$ cat src/rtl/lcg_rs_pkg.sv
package lcg_rs_pkg;

  // Generator constants
  localparam logic [63:0] LCG_MUL      = 64'd6364136223846793005;
  localparam logic [63:0] LCG_INC      = 64'd1442695040888963407;
  localparam logic [63:0] DEFAULT_SEED = 64'd123456789;

  // Fraction is the top FRAC_W bits of the state
  localparam int unsigned STATE_W    = 64;
  localparam int unsigned FRAC_W     = 53;
  localparam int unsigned FRAC_SHIFT = STATE_W - FRAC_W;
  localparam int unsigned BOUND_W    = 32;
  localparam int unsigned SPAN_W     = BOUND_W + 1;

  // Digit-serial multiplier: one DIGIT_W-bit multiplier digit per cycle
  localparam int unsigned DIGIT_W     = 8;
  localparam int unsigned LCG_STEPS   = STATE_W / DIGIT_W;
  localparam int unsigned SCALE_STEPS = (SPAN_W + DIGIT_W - 1) / DIGIT_W;
  localparam int unsigned CNT_W       = $clog2(LCG_STEPS);

  // After SCALE_STEPS digits the product sits in {hi, lo[top]};
  // product >> FRAC_W starts at this bit of hi
  localparam int unsigned SCALE_LSB = FRAC_W - (SCALE_STEPS * DIGIT_W);

  typedef enum logic [1:0] {
    KIND_NEXT   = 2'd0,
    KIND_RESEED = 2'd1,
    KIND_REPEAT = 2'd2,
    KIND_RANGE  = 2'd3
  } kind_e;

  typedef enum logic [2:0] {
    ST_IDLE,
    ST_MUL,
    ST_INC,
    ST_SCALE,
    ST_DONE
  } state_e;

  // Multiplier control from the sequencer
  typedef struct packed {
    logic load;
    logic step;
  } mul_ctrl_t;

endpackage

$ cat src/rtl/lcg_random_with_range_scaling.sv
// Random number unit: 64-bit linear congruential generator with range scaling.
// Input channel (in_valid_i/in_ready_o) carries one request item: kind, seed,
// and two range bounds. Output channel (out_valid_o/out_ready_i) returns one
// result item per request: 53-bit fraction, range value and integer flag.
// Steps from acceptance to result:
//   repeat last:       straight to the finish step
//   next / reseed:     8 multiplier digits, increment, finish
//   integer range:     adds 5 digits of the scaling multiply
// One request is in flight at a time. The next item can be accepted in the cycle
// after the result is loaded. Both multiplies run on one shared 64x8
// digit-serial multiplier. The result sits in an output register, so a new
// request is accepted while the previous result waits for the receiver. If the
// receiver stalls with a result still held, the finished item waits in the
// finish step until the output register frees up. Reset (rst_ni low,
// asynchronous) sets the generator state to 123456789, the last fraction to
// zero and empties the output register.
module lcg_random_with_range_scaling (
  input  logic                clk_i,
  input  logic                rst_ni,
  input  logic                in_valid_i,
  output logic                in_ready_o,
  input  logic [1:0]          kind_i,
  input  logic [62:0]         seed_value_i,
  input  logic signed [31:0]  bound_a_i,
  input  logic signed [31:0]  bound_b_i,
  output logic                out_valid_o,
  input  logic                out_ready_i,
  output logic [52:0]         fraction_o,
  output logic signed [31:0]  range_value_o,
  output logic                is_integer_o
);
  import lcg_rs_pkg::*;

  state_e                    st_q, st_d;
  logic [CNT_W-1:0]          cnt_q, cnt_d;
  kind_e                     kind_q, kind_d;
  logic [STATE_W-1:0]        gen_q, gen_d;
  logic [FRAC_W-1:0]         last_q, last_d;
  logic signed [BOUND_W-1:0] lo_q, lo_d;
  logic signed [BOUND_W-1:0] hi_q, hi_d;
  logic [SPAN_W-1:0]         span_q, span_d;

  mul_ctrl_t                 mul_ctrl;
  logic [STATE_W-1:0]        mcand, mplier;
  logic [STATE_W-1:0]        mul_hi, mul_lo;
  logic [STATE_W-1:0]        next_state;
  logic [STATE_W-1:0]        seed_ext;
  logic                      accept, out_free, out_load;
  logic                      a_lt_b;
  logic signed [SPAN_W-1:0]  lo_ext, hi_ext, sum_r;
  logic [BOUND_W-1:0]        scaled;
  logic signed [BOUND_W-1:0] range_res;

  assign accept     = in_valid_i && in_ready_o;
  assign in_ready_o = (st_q == ST_IDLE);

  // Seed zero maps to the default seed
  assign seed_ext = (seed_value_i == '0) ? DEFAULT_SEED : {1'b0, seed_value_i};

  // Bound ordering
  assign a_lt_b = (bound_a_i < bound_b_i);

  // Low 64 bits of the product plus increment
  assign next_state = mul_lo + LCG_INC;

  // Scaled offset is product >> 53, below span so it fits 32 bits
  assign scaled = mul_hi[SCALE_LSB +: BOUND_W];
  assign lo_ext = {lo_q[BOUND_W-1], lo_q};
  assign hi_ext = {hi_q[BOUND_W-1], hi_q};
  assign sum_r  = lo_ext + $signed({1'b0, scaled});

  // Clamp to high bound
  always_comb begin
    if (sum_r > hi_ext) begin
      range_res = hi_q;
    end else begin
      range_res = sum_r[BOUND_W-1:0];
    end
  end

  // Next state
  always_comb begin
    st_d = st_q;
    unique case (st_q)
      ST_IDLE: begin
        if (in_valid_i) begin
          st_d = (kind_e'(kind_i) == KIND_REPEAT) ? ST_DONE : ST_MUL;
        end
      end
      ST_MUL: begin
        if (cnt_q == CNT_W'(LCG_STEPS - 1)) begin
          st_d = ST_INC;
        end
      end
      ST_INC: begin
        st_d = (kind_q == KIND_RANGE) ? ST_SCALE : ST_DONE;
      end
      ST_SCALE: begin
        if (cnt_q == CNT_W'(SCALE_STEPS - 1)) begin
          st_d = ST_DONE;
        end
      end
      ST_DONE: begin
        if (out_free) begin
          st_d = ST_IDLE;
        end
      end
      default: st_d = ST_IDLE;
    endcase
  end

  // Datapath control and register updates
  always_comb begin
    cnt_d    = cnt_q;
    kind_d   = kind_q;
    gen_d    = gen_q;
    last_d   = last_q;
    lo_d     = lo_q;
    hi_d     = hi_q;
    span_d   = span_q;
    mul_ctrl = '0;
    mcand    = LCG_MUL;
    mplier   = gen_q;
    out_load = 1'b0;
    unique case (st_q)
      ST_IDLE: begin
        cnt_d = '0;
        if (accept) begin
          kind_d        = kind_e'(kind_i);
          lo_d          = a_lt_b ? bound_a_i : bound_b_i;
          hi_d          = a_lt_b ? bound_b_i : bound_a_i;
          span_d        = SPAN_W'({hi_d[BOUND_W-1], hi_d} - {lo_d[BOUND_W-1], lo_d})
                          + SPAN_W'(1);
          mul_ctrl.load = 1'b1;
          mplier        = (kind_e'(kind_i) == KIND_RESEED) ? seed_ext : gen_q;
        end
      end
      ST_MUL: begin
        mul_ctrl.step = 1'b1;
        cnt_d         = cnt_q + CNT_W'(1);
      end
      ST_INC: begin
        gen_d         = next_state;
        last_d        = next_state[STATE_W-1:FRAC_SHIFT];
        cnt_d         = '0;
        mul_ctrl.load = (kind_q == KIND_RANGE);
        mcand         = {{FRAC_SHIFT{1'b0}}, next_state[STATE_W-1:FRAC_SHIFT]};
        mplier        = {{(STATE_W-SPAN_W){1'b0}}, span_q};
      end
      ST_SCALE: begin
        mul_ctrl.step = 1'b1;
        cnt_d         = cnt_q + CNT_W'(1);
      end
      ST_DONE: begin
        out_load = out_free;
      end
      default: begin
        cnt_d = '0;
      end
    endcase
  end

  // Control and generator state
  always_ff @(posedge clk_i or negedge rst_ni) begin
    if (!rst_ni) begin
      st_q   <= ST_IDLE;
      cnt_q  <= '0;
      gen_q  <= DEFAULT_SEED;
      last_q <= '0;
      kind_q <= KIND_NEXT;
    end else begin
      st_q   <= st_d;
      cnt_q  <= cnt_d;
      gen_q  <= gen_d;
      last_q <= last_d;
      kind_q <= kind_d;
    end
  end

  // Request operands
  always_ff @(posedge clk_i) begin
    lo_q   <= lo_d;
    hi_q   <= hi_d;
    span_q <= span_d;
  end

  lcg_rs_mul u_mul (
    .clk_i    (clk_i),
    .ctrl_i   (mul_ctrl),
    .mcand_i  (mcand),
    .mplier_i (mplier),
    .hi_o     (mul_hi),
    .lo_o     (mul_lo)
  );

  lcg_rs_out u_out (
    .clk_i         (clk_i),
    .rst_ni        (rst_ni),
    .load_i        (out_load),
    .fraction_i    (last_q),
    .range_value_i ((kind_q == KIND_RANGE) ? range_res : '0),
    .is_integer_i  (kind_q == KIND_RANGE),
    .free_o        (out_free),
    .out_valid_o   (out_valid_o),
    .out_ready_i   (out_ready_i),
    .fraction_o    (fraction_o),
    .range_value_o (range_value_o),
    .is_integer_o  (is_integer_o)
  );

endmodule

$ cat src/rtl/lcg_rs_mul.sv
module lcg_rs_mul (
  input  logic                   clk_i,
  input  lcg_rs_pkg::mul_ctrl_t  ctrl_i,
  input  logic [63:0]            mcand_i,
  input  logic [63:0]            mplier_i,
  output logic [63:0]            hi_o,
  output logic [63:0]            lo_o
);
  import lcg_rs_pkg::*;

  logic [STATE_W-1:0]         mc_q, mc_d;
  logic [STATE_W-1:0]         hi_q, hi_d;
  logic [STATE_W-1:0]         lo_q, lo_d;
  logic [STATE_W+DIGIT_W-1:0] sum;

  // One partial product per cycle while step is set, added into the upper half
  assign sum = {{DIGIT_W{1'b0}}, hi_q} + mc_q * lo_q[DIGIT_W-1:0];

  // Load operands or shift the product right by one digit
  always_comb begin
    mc_d = mc_q;
    hi_d = hi_q;
    lo_d = lo_q;
    if (ctrl_i.load) begin
      mc_d = mcand_i;
      hi_d = '0;
      lo_d = mplier_i;
    end else if (ctrl_i.step) begin
      hi_d = sum[STATE_W+DIGIT_W-1:DIGIT_W];
      lo_d = {sum[DIGIT_W-1:0], lo_q[STATE_W-1:DIGIT_W]};
    end
  end

  // Datapath registers, no reset needed
  always_ff @(posedge clk_i) begin
    mc_q <= mc_d;
    hi_q <= hi_d;
    lo_q <= lo_d;
  end

  assign hi_o = hi_q;
  assign lo_o = lo_q;

endmodule

$ cat src/rtl/lcg_rs_out.sv
module lcg_rs_out (
  input  logic                clk_i,
  input  logic                rst_ni,
  input  logic                load_i,
  input  logic [52:0]         fraction_i,
  input  logic signed [31:0]  range_value_i,
  input  logic                is_integer_i,
  output logic                free_o,
  output logic                out_valid_o,
  input  logic                out_ready_i,
  output logic [52:0]         fraction_o,
  output logic signed [31:0]  range_value_o,
  output logic                is_integer_o
);
  import lcg_rs_pkg::*;

  logic                      valid_q, valid_d;
  logic [FRAC_W-1:0]         frac_q;
  logic signed [BOUND_W-1:0] range_q;
  logic                      int_q;

  // Slot takes a new item once empty or draining this cycle
  assign free_o = !valid_q || out_ready_i;

  always_comb begin
    valid_d = valid_q;
    if (load_i) begin
      valid_d = 1'b1;
    end else if (out_ready_i) begin
      valid_d = 1'b0;
    end
  end

  always_ff @(posedge clk_i or negedge rst_ni) begin
    if (!rst_ni) begin
      valid_q <= 1'b0;
    end else begin
      valid_q <= valid_d;
    end
  end

  // Result payload
  always_ff @(posedge clk_i) begin
    if (load_i) begin
      frac_q  <= fraction_i;
      range_q <= range_value_i;
      int_q   <= is_integer_i;
    end
  end

  assign out_valid_o   = valid_q;
  assign fraction_o    = frac_q;
  assign range_value_o = range_q;
  assign is_integer_o  = int_q;

endmodule
$ cat config.mk
export PLATFORM = sky130hd
export DESIGN_NAME = lcg_random_with_range_scaling
export DESIGN_NICKNAME = d
export VERILOG_FILES = /design/src/rtl/lcg_rs_pkg.sv /design/src/rtl/lcg_random_with_range_scaling.sv /design/src/rtl/lcg_rs_mul.sv /design/src/rtl/lcg_rs_out.sv
export SDC_FILE = /design/constraint.sdc
export NUM_CORES = 2
export LEC_CHECK = 0
export BUFFER_PORTS_ARGS = -buffer_cell sky130_fd_sc_hd__buf_2
export CORE_ASPECT_RATIO = 0.9
export CORE_MARGIN = 4
export CORE_UTILIZATION = 30
export DETAILED_ROUTE_END_ITERATION = 8
export PLACE_DENSITY_LB_ADDON = 0.05
export SYNTH_ARGS = -nofsm -noshare
export SYNTH_HDL_FRONTEND = slang
export SYNTH_SLANG_ARGS = --single-unit
$ cat constraint.sdc
create_clock -name clk_i -period 7.1 [get_ports clk_i]
set_input_delay 1.775 -clock clk_i [delete_from_list [all_inputs] [get_ports clk_i]]
set_output_delay 1.775 -clock clk_i [all_outputs]
set_load 0.01 [all_outputs]
**Word level (Yosys, flattened, before mapping)**

Index checks and enable logic that the tools add are counted.
W data, S select, Z words.

- Output and inout bits: 88
- Register bits after elaboration: 501
- Input port bits: 133
- Logic and storage cells: 72

- Equality and inequality tests: 13
- Magnitude comparators: 2
- Multiplexer cells: 24
- Reductions and logical operators: 10
- $add $sub $neg: 6
- $mul: 1

Operator list:

| cell | count |
|---|---|
| $mux W64 | 4 |
| $pmux W64 S2 | 1 |
| $mux W63 | 2 |
| $mux W32 | 3 |
| $add A64 B72 Y72 | 1 |
| $mul A64 B8 Y72 | 1 |
| $add A64 B61 Y64 const B | 1 |
| $logic_not A63 Y1 | 1 |
| $add A32 B33 Y33 | 1 |
| $add A33 B1 Y33 const B | 1 |
| $gt A33 B32 Y1 | 1 |
| $sub A32 B32 Y33 | 1 |
| $lt A32 B32 Y1 | 1 |
| $mux W3 | 6 |
| $pmux W3 S5 | 1 |
| $eq A3 B3 Y1 const B | 3 |
| $ne A2 B2 Y1 const B | 4 |
| $eq A3 B2 Y1 const B | 2 |
| $pmux W3 S2 | 1 |
| $mux W1 | 5 |
| $eq A2 B2 Y1 const B | 2 |
| $reduce_and A4 Y1 | 1 |
| $reduce_bool A2 Y1 | 2 |
| $add A3 B1 Y3 const B | 1 |
| 9 further kinds | 9 |

**Longest topological paths before layout**

- Word-level depth: 6
- Gate-level depth with buffers: 24
- Gate-level depth less buffers: 22

**By module**

Synthesis repeated with hierarchy kept, for this count alone.

- Cell total of the unflattened synthesis: 4478
- Area, all modules: 42943.7 sq um

Modules (own cells, without submodules):

| module | seq. area each (sq um) | instances | area an instance (sq um) | cells each |
|---|---|---|---|---|
| lcg_rs_mul | 5124.9 | 1 | 24787.5 | 2544 |
| lcg_random_with_range_scaling | 5009.8 | 1 | 15526.1 | 1845 |
| lcg_rs_out | 2607.5 | 1 | 2630.0 | 89 |

**Worst setup path after synthesis**

Ideal clock, no wire load.

- Path type: input -> register
- Start point: input bound_b_i[10]
- End point: register span_q[30] (data pin)
- Arrival time: 6.181 ns
- Setup time: 0.262 ns
- Path buffers: 2
- Path slack: 0.658 ns
- Required time: 6.838 ns
- Cell stages on the path: 22
- Cells stage by stage: inv_1 ha_1 a21o_1 a211o_1 nor3_1 nor3_1 o32ai_1 clkbuf_1 buf_1 nand2_1 o21ai_0 ha_1 a21oi_1 o21ai_0 and3_1 a31o_2 o31a_1 a21o_1 o31ai_4 a211oi_1 a211oi_1 xnor2_1

- Cells in the longest elaborated chain, start to end: 4
- Elaborated cells on any way between the ends: 5
- Those cells by class: 2 x add/sub; 1 x order compare; 2 x mux

RTL lines:

| what | RTL line | text |
|---|---|---|
| start: declaration | lcg_random_with_range_scaling.sv:25 | `input logic signed [31:0] bound_b_i,` |
| $lt A32 B32 Y1 | lcg_random_with_range_scaling.sv:61 | `assign a_lt_b = (bound_a_i < bound_b_i);` |
| $mux W32, on equally long branches | lcg_random_with_range_scaling.sv:131, lcg_random_with_range_scaling.sv:130 |  |
| $sub A32 B32 Y33 (*) | lcg_random_with_range_scaling.sv:132 | `span_d = SPAN_W'({hi_d[BOUND_W-1], hi_d} - {lo_d[BOUND_W-1], lo_d})` |
| $add A33 B1 Y33 (*) | lcg_random_with_range_scaling.sv:133 | `+ SPAN_W'(1);` |
| end signal: assignment | lcg_random_with_range_scaling.sv:184 | `span_q <= span_d;` |
| end: declaration | lcg_random_with_range_scaling.sv:41 | `logic [SPAN_W-1:0] span_q, span_d;` |

Mark *: on every way between the ends. The rest lies on a longest branch, timed or not.
A chain may end at the register's enable or synchronous reset.

**Worst setup path after layout**

- Start point: register u_mul.lo_q[6], in the netlist u_mul.lo_o[6]
- End point: register u_mul.hi_q[59], in the netlist u_mul.hi_o[59]

- Cells in the longest elaborated chain, start to end: 2

RTL lines:

| what | RTL line | text |
|---|---|---|
| start: declaration | lcg_rs_mul.sv:13 | `logic [STATE_W-1:0] lo_q, lo_d;` |
| start signal: assignment | lcg_rs_mul.sv:38 | `lo_q <= lo_d;` |
| $mul A64 B8 Y72 | lcg_rs_mul.sv:17 | `assign sum = {{DIGIT_W{1'b0}}, hi_q} + mc_q * lo_q[DIGIT_W-1:0];` |
| $add A64 B72 Y72 | lcg_rs_mul.sv:17 |  |
| end signal: assignment | lcg_rs_mul.sv:37 | `hi_q <= hi_d;` |
| end: declaration | lcg_rs_mul.sv:12 | `logic [STATE_W-1:0] hi_q, hi_d;` |

No other way between the ends.

==> flow_summary.json <==
{
  "outcome": "completed",
  "crit_slowest_cell": "edfxtp_1",
  "rsz0062_at_grt": "false",
  "die_h_microns": 356,
  "clockBufferDepth": 3,
  "synth_cell_types": 88,
  "crit_fanout": 25,
  "hold_viol": 0,
  "synth_top_area_frac": 0.224,
  "first_iter_violations": 2341,
  "post-dp-hpwl_microns": 123000,
  "async_flop_share": 0.187,
  "synth_seq_cells": 449,
  "path_clk_slew_ns": 0.06,
  "netlist_area_sq_mm": 0.0403,
  "path_class": "flop to flop",
  "portBuffers": 220,
  "dieArea_sq_mm": 0.140,
  "yosys_warnings": 0,
  "syn_inst": 4364,
  "post-route-min-period_ns": 6.67,
  "h-tree-depth": 2,
  "worstPathCellList": "buf_4, buf_4, and2_1, fa_1, fa_1, fa_1, inv_1, fa_1, inv_1, ha_1, a21oi_1, o21ai_0, a211oi_1, o221ai_1, nor3_1, a211oi_1, nor4_1, buf_4, o21bai_1, xnor2_1, o21ai_0",
  "cp.required_ns": 7.64,
  "grtUsageTotal": 0.218,
  "holdCritPathClass": "flop to flop",
  "area_growth_pct": 14.6,
  "cts_tree": "built",
  "skew_ns": 0.0414,
  "dp_slack_ns": -0.0614,
  "fillers": 13800,
  "die_w_microns": 394,
  "startpoint_type": "flop",
  "fin_tns_setup_ns": 0,
  "clkSinkCount": 449,
  "num_vias": 31900,
  "final_core_utilization": 0.346,
  "post-route-period-util": 0.940,
  "ys_seq_area_frac": 0.309,
  "max_slew_margin": 0.0669,
  "tightest_slew_ns": 1.38,
  "ctsRootBufferMaster": "clkbuf_16",
  "synthFlopType": "edfxtp_1",
  "post_drt_via_cell_ratio": 4.98,
  "avgSynthCellArea_sq_um": 9.23,
  "route.detailed.drc": 0,
  "cts_hold_buf": 0,
  "cts_resized": 0,
  "finalSetupViolations": 0,
  "cts_buffers": 59,
  "syn_nets": 5135,
  "std_cell_rows": 127,
  "cp.arrival_ns": 7.21,
  "initial_utilization": 0.302,
  "slowest_delay_ns": 0.87,
  "setup_ws_ns": 0.427,
  "io_pins": 221,
  "grt_first_pass_wirelength_microns": 227000,
  "cts_setup_buffers": 0,
  "dr.pass1.iters": 5,
  "cp-end-kind": "flop",
  "clk_latency_ns": 0.69,
  "cap_violations": 0,
  "final_nets": 5384,
  "timing.hold.ws_ns": 0.448,
  "final_common_cell": "inv_1",
  "synth_top_area_cell": "edfxtp_1",
  "wl_per_cell_microns": 23.9,
  "synth_edf_count": 301,
  "grt_pass1_vias": 32900,
  "drive_gt1_frac": 0.116,
  "routed_wl_microns": 153000,
  "slew_viol_final": 0,
  "final_antenna_net_count": 0,
  "overflow": 0,
  "ys_top_cells_by_area": "edfxtp_1, fa_1, ha_1",
  "timing.fmax_mhz": 150,
  "core_area_sq_mm": 0.133,
  "gp_congestion": 0.863,
  "antenna_found_initial": 29,
  "layout_common_cells": "inv_1, nand2_1, fa_1, and2_1, edfxtp_1",
  "grt_max_degree": 62,
  "crit_top_cell": "fa_1"
}
==> path summary, 6_finish.rpt <==
path	startpoint	endpoint	slack, ns	cells past startpoint
min	last_q[15]$_DFFE_PN0P_	u_out.fraction_o[15]$_DFFE_PP_	0.45	0
max	u_mul.lo_o[6]$_DFFE_PP_	u_mul.hi_o[59]$_SDFFE_PP0N_	0.43	21
min in group asynchronous	rst_ni	gen_q[54]$_DFFE_PN0P_	1.14	1
max reg2reg	u_mul.lo_o[6]$_DFFE_PP_	u_mul.hi_o[59]$_SDFFE_PP0N_	0.43	21
min reg2reg	last_q[15]$_DFFE_PN0P_	u_out.fraction_o[15]$_DFFE_PP_	0.45	0
max in group asynchronous	rst_ni	gen_q[13]$_DFFE_PN0P_	4.84	2
==> registers in the layout, summed over array words and instances (netlist names), 33 cells and up <==
| signal | cells |
|---|---|
| u_mul.hi_o | 64 |
| u_out.fraction_o | 53 |
| span_q | 33 |
| u_mul.lo_o | 64 |
| gen_q | 64 |
| u_mul.mc_q | 54 |
==> cell type report <==
| class | instances | area (sq um) | share of cell area |
|---|---|---|---|
| multi-input combinational | 3149 | 25000 | 0.542 |
| sequential | 449 | 12400 | 0.270 |
| timing repair buffer | 374 | 2350 | 0.0509 |
| inverter | 580 | 2180 | 0.0473 |
| tap | 1741 | 2180 | 0.0472 |
| clock buffer | 66 | 1510 | 0.0328 |
| clock inverter | 46 | 453 | 0.00981 |
| antenna | 8 | 20.0 | 0.000434 |
==> kinds of logic after synthesis <==
logic type,count (synthesis),share of synthesized area
AND/OR/NAND/NOR,1436,0.173
AO/OA/AOI/OAI,914,0.142
buffers and inverters,766,0.0718
adder cells (fa/ha/maj),638,0.270
flip-flops,449,0.309
XOR/XNOR,155,0.0337
multiplexers,6,0.00155
==> layer usage <==
| layer | up-vias | wire (microns) | GRT usage |
|---|---|---|---|
| met4 | 0 | 3160 | 0.0459 |
| met5 | - | 0 | 0 |
| met1 | 15900 | 78500 | 0.336 |
| li1 | 15100 | - | - |
| met2 | 725 | 64000 | 0.321 |
| met3 | 144 | 7530 | 0.0306 |
==> critical path: cells and delay by family, from the launching register on <==
family,cells,cell delay (ns)
AOI/OAI and AO/OA,7,1.46
xor gates and xnor gates,1,0.16
adders and majority gates,5,2.27
buffers and inverters,5,0.92
DFF,1,0.87
and+or+nand+nor,3,0.84
==> cells in the mapped netlist (all sizes together) (9+ instances only) <==
library cell	number
or3	12
dfrtp	68
or2	9
o211ai	15
clkbuf	161
ha	254
nand3	93
buf	25
nor3	55
xor2	45
dfstp	16
o21bai	26
o21a	41
nor4	27
o22ai	33
o21ai	252
a221oi	21
a21o	91
o31ai	15
and2	326
nor2b	41
nand2b	17
inv	579
a31oi	15
xnor2	110
and3	19
a211oi	30
a22oi	26
nand2	556
dfxtp	64
nand4	54
a21oi	281
fa	384
nor2	208
edfxtp	301
==> per-stage QoR <==
step	cells	area, sq um
after floorplan	4364	40300
after global placement	6293	44200
final	6413	46200
after detailed placement	6293	44200
after global routing	6408	46100
after CTS	6405	46100
Power is left out: the tool's default activity adds up to more than one toggle a clock period on the data nets, which glitch-free logic cannot reach.
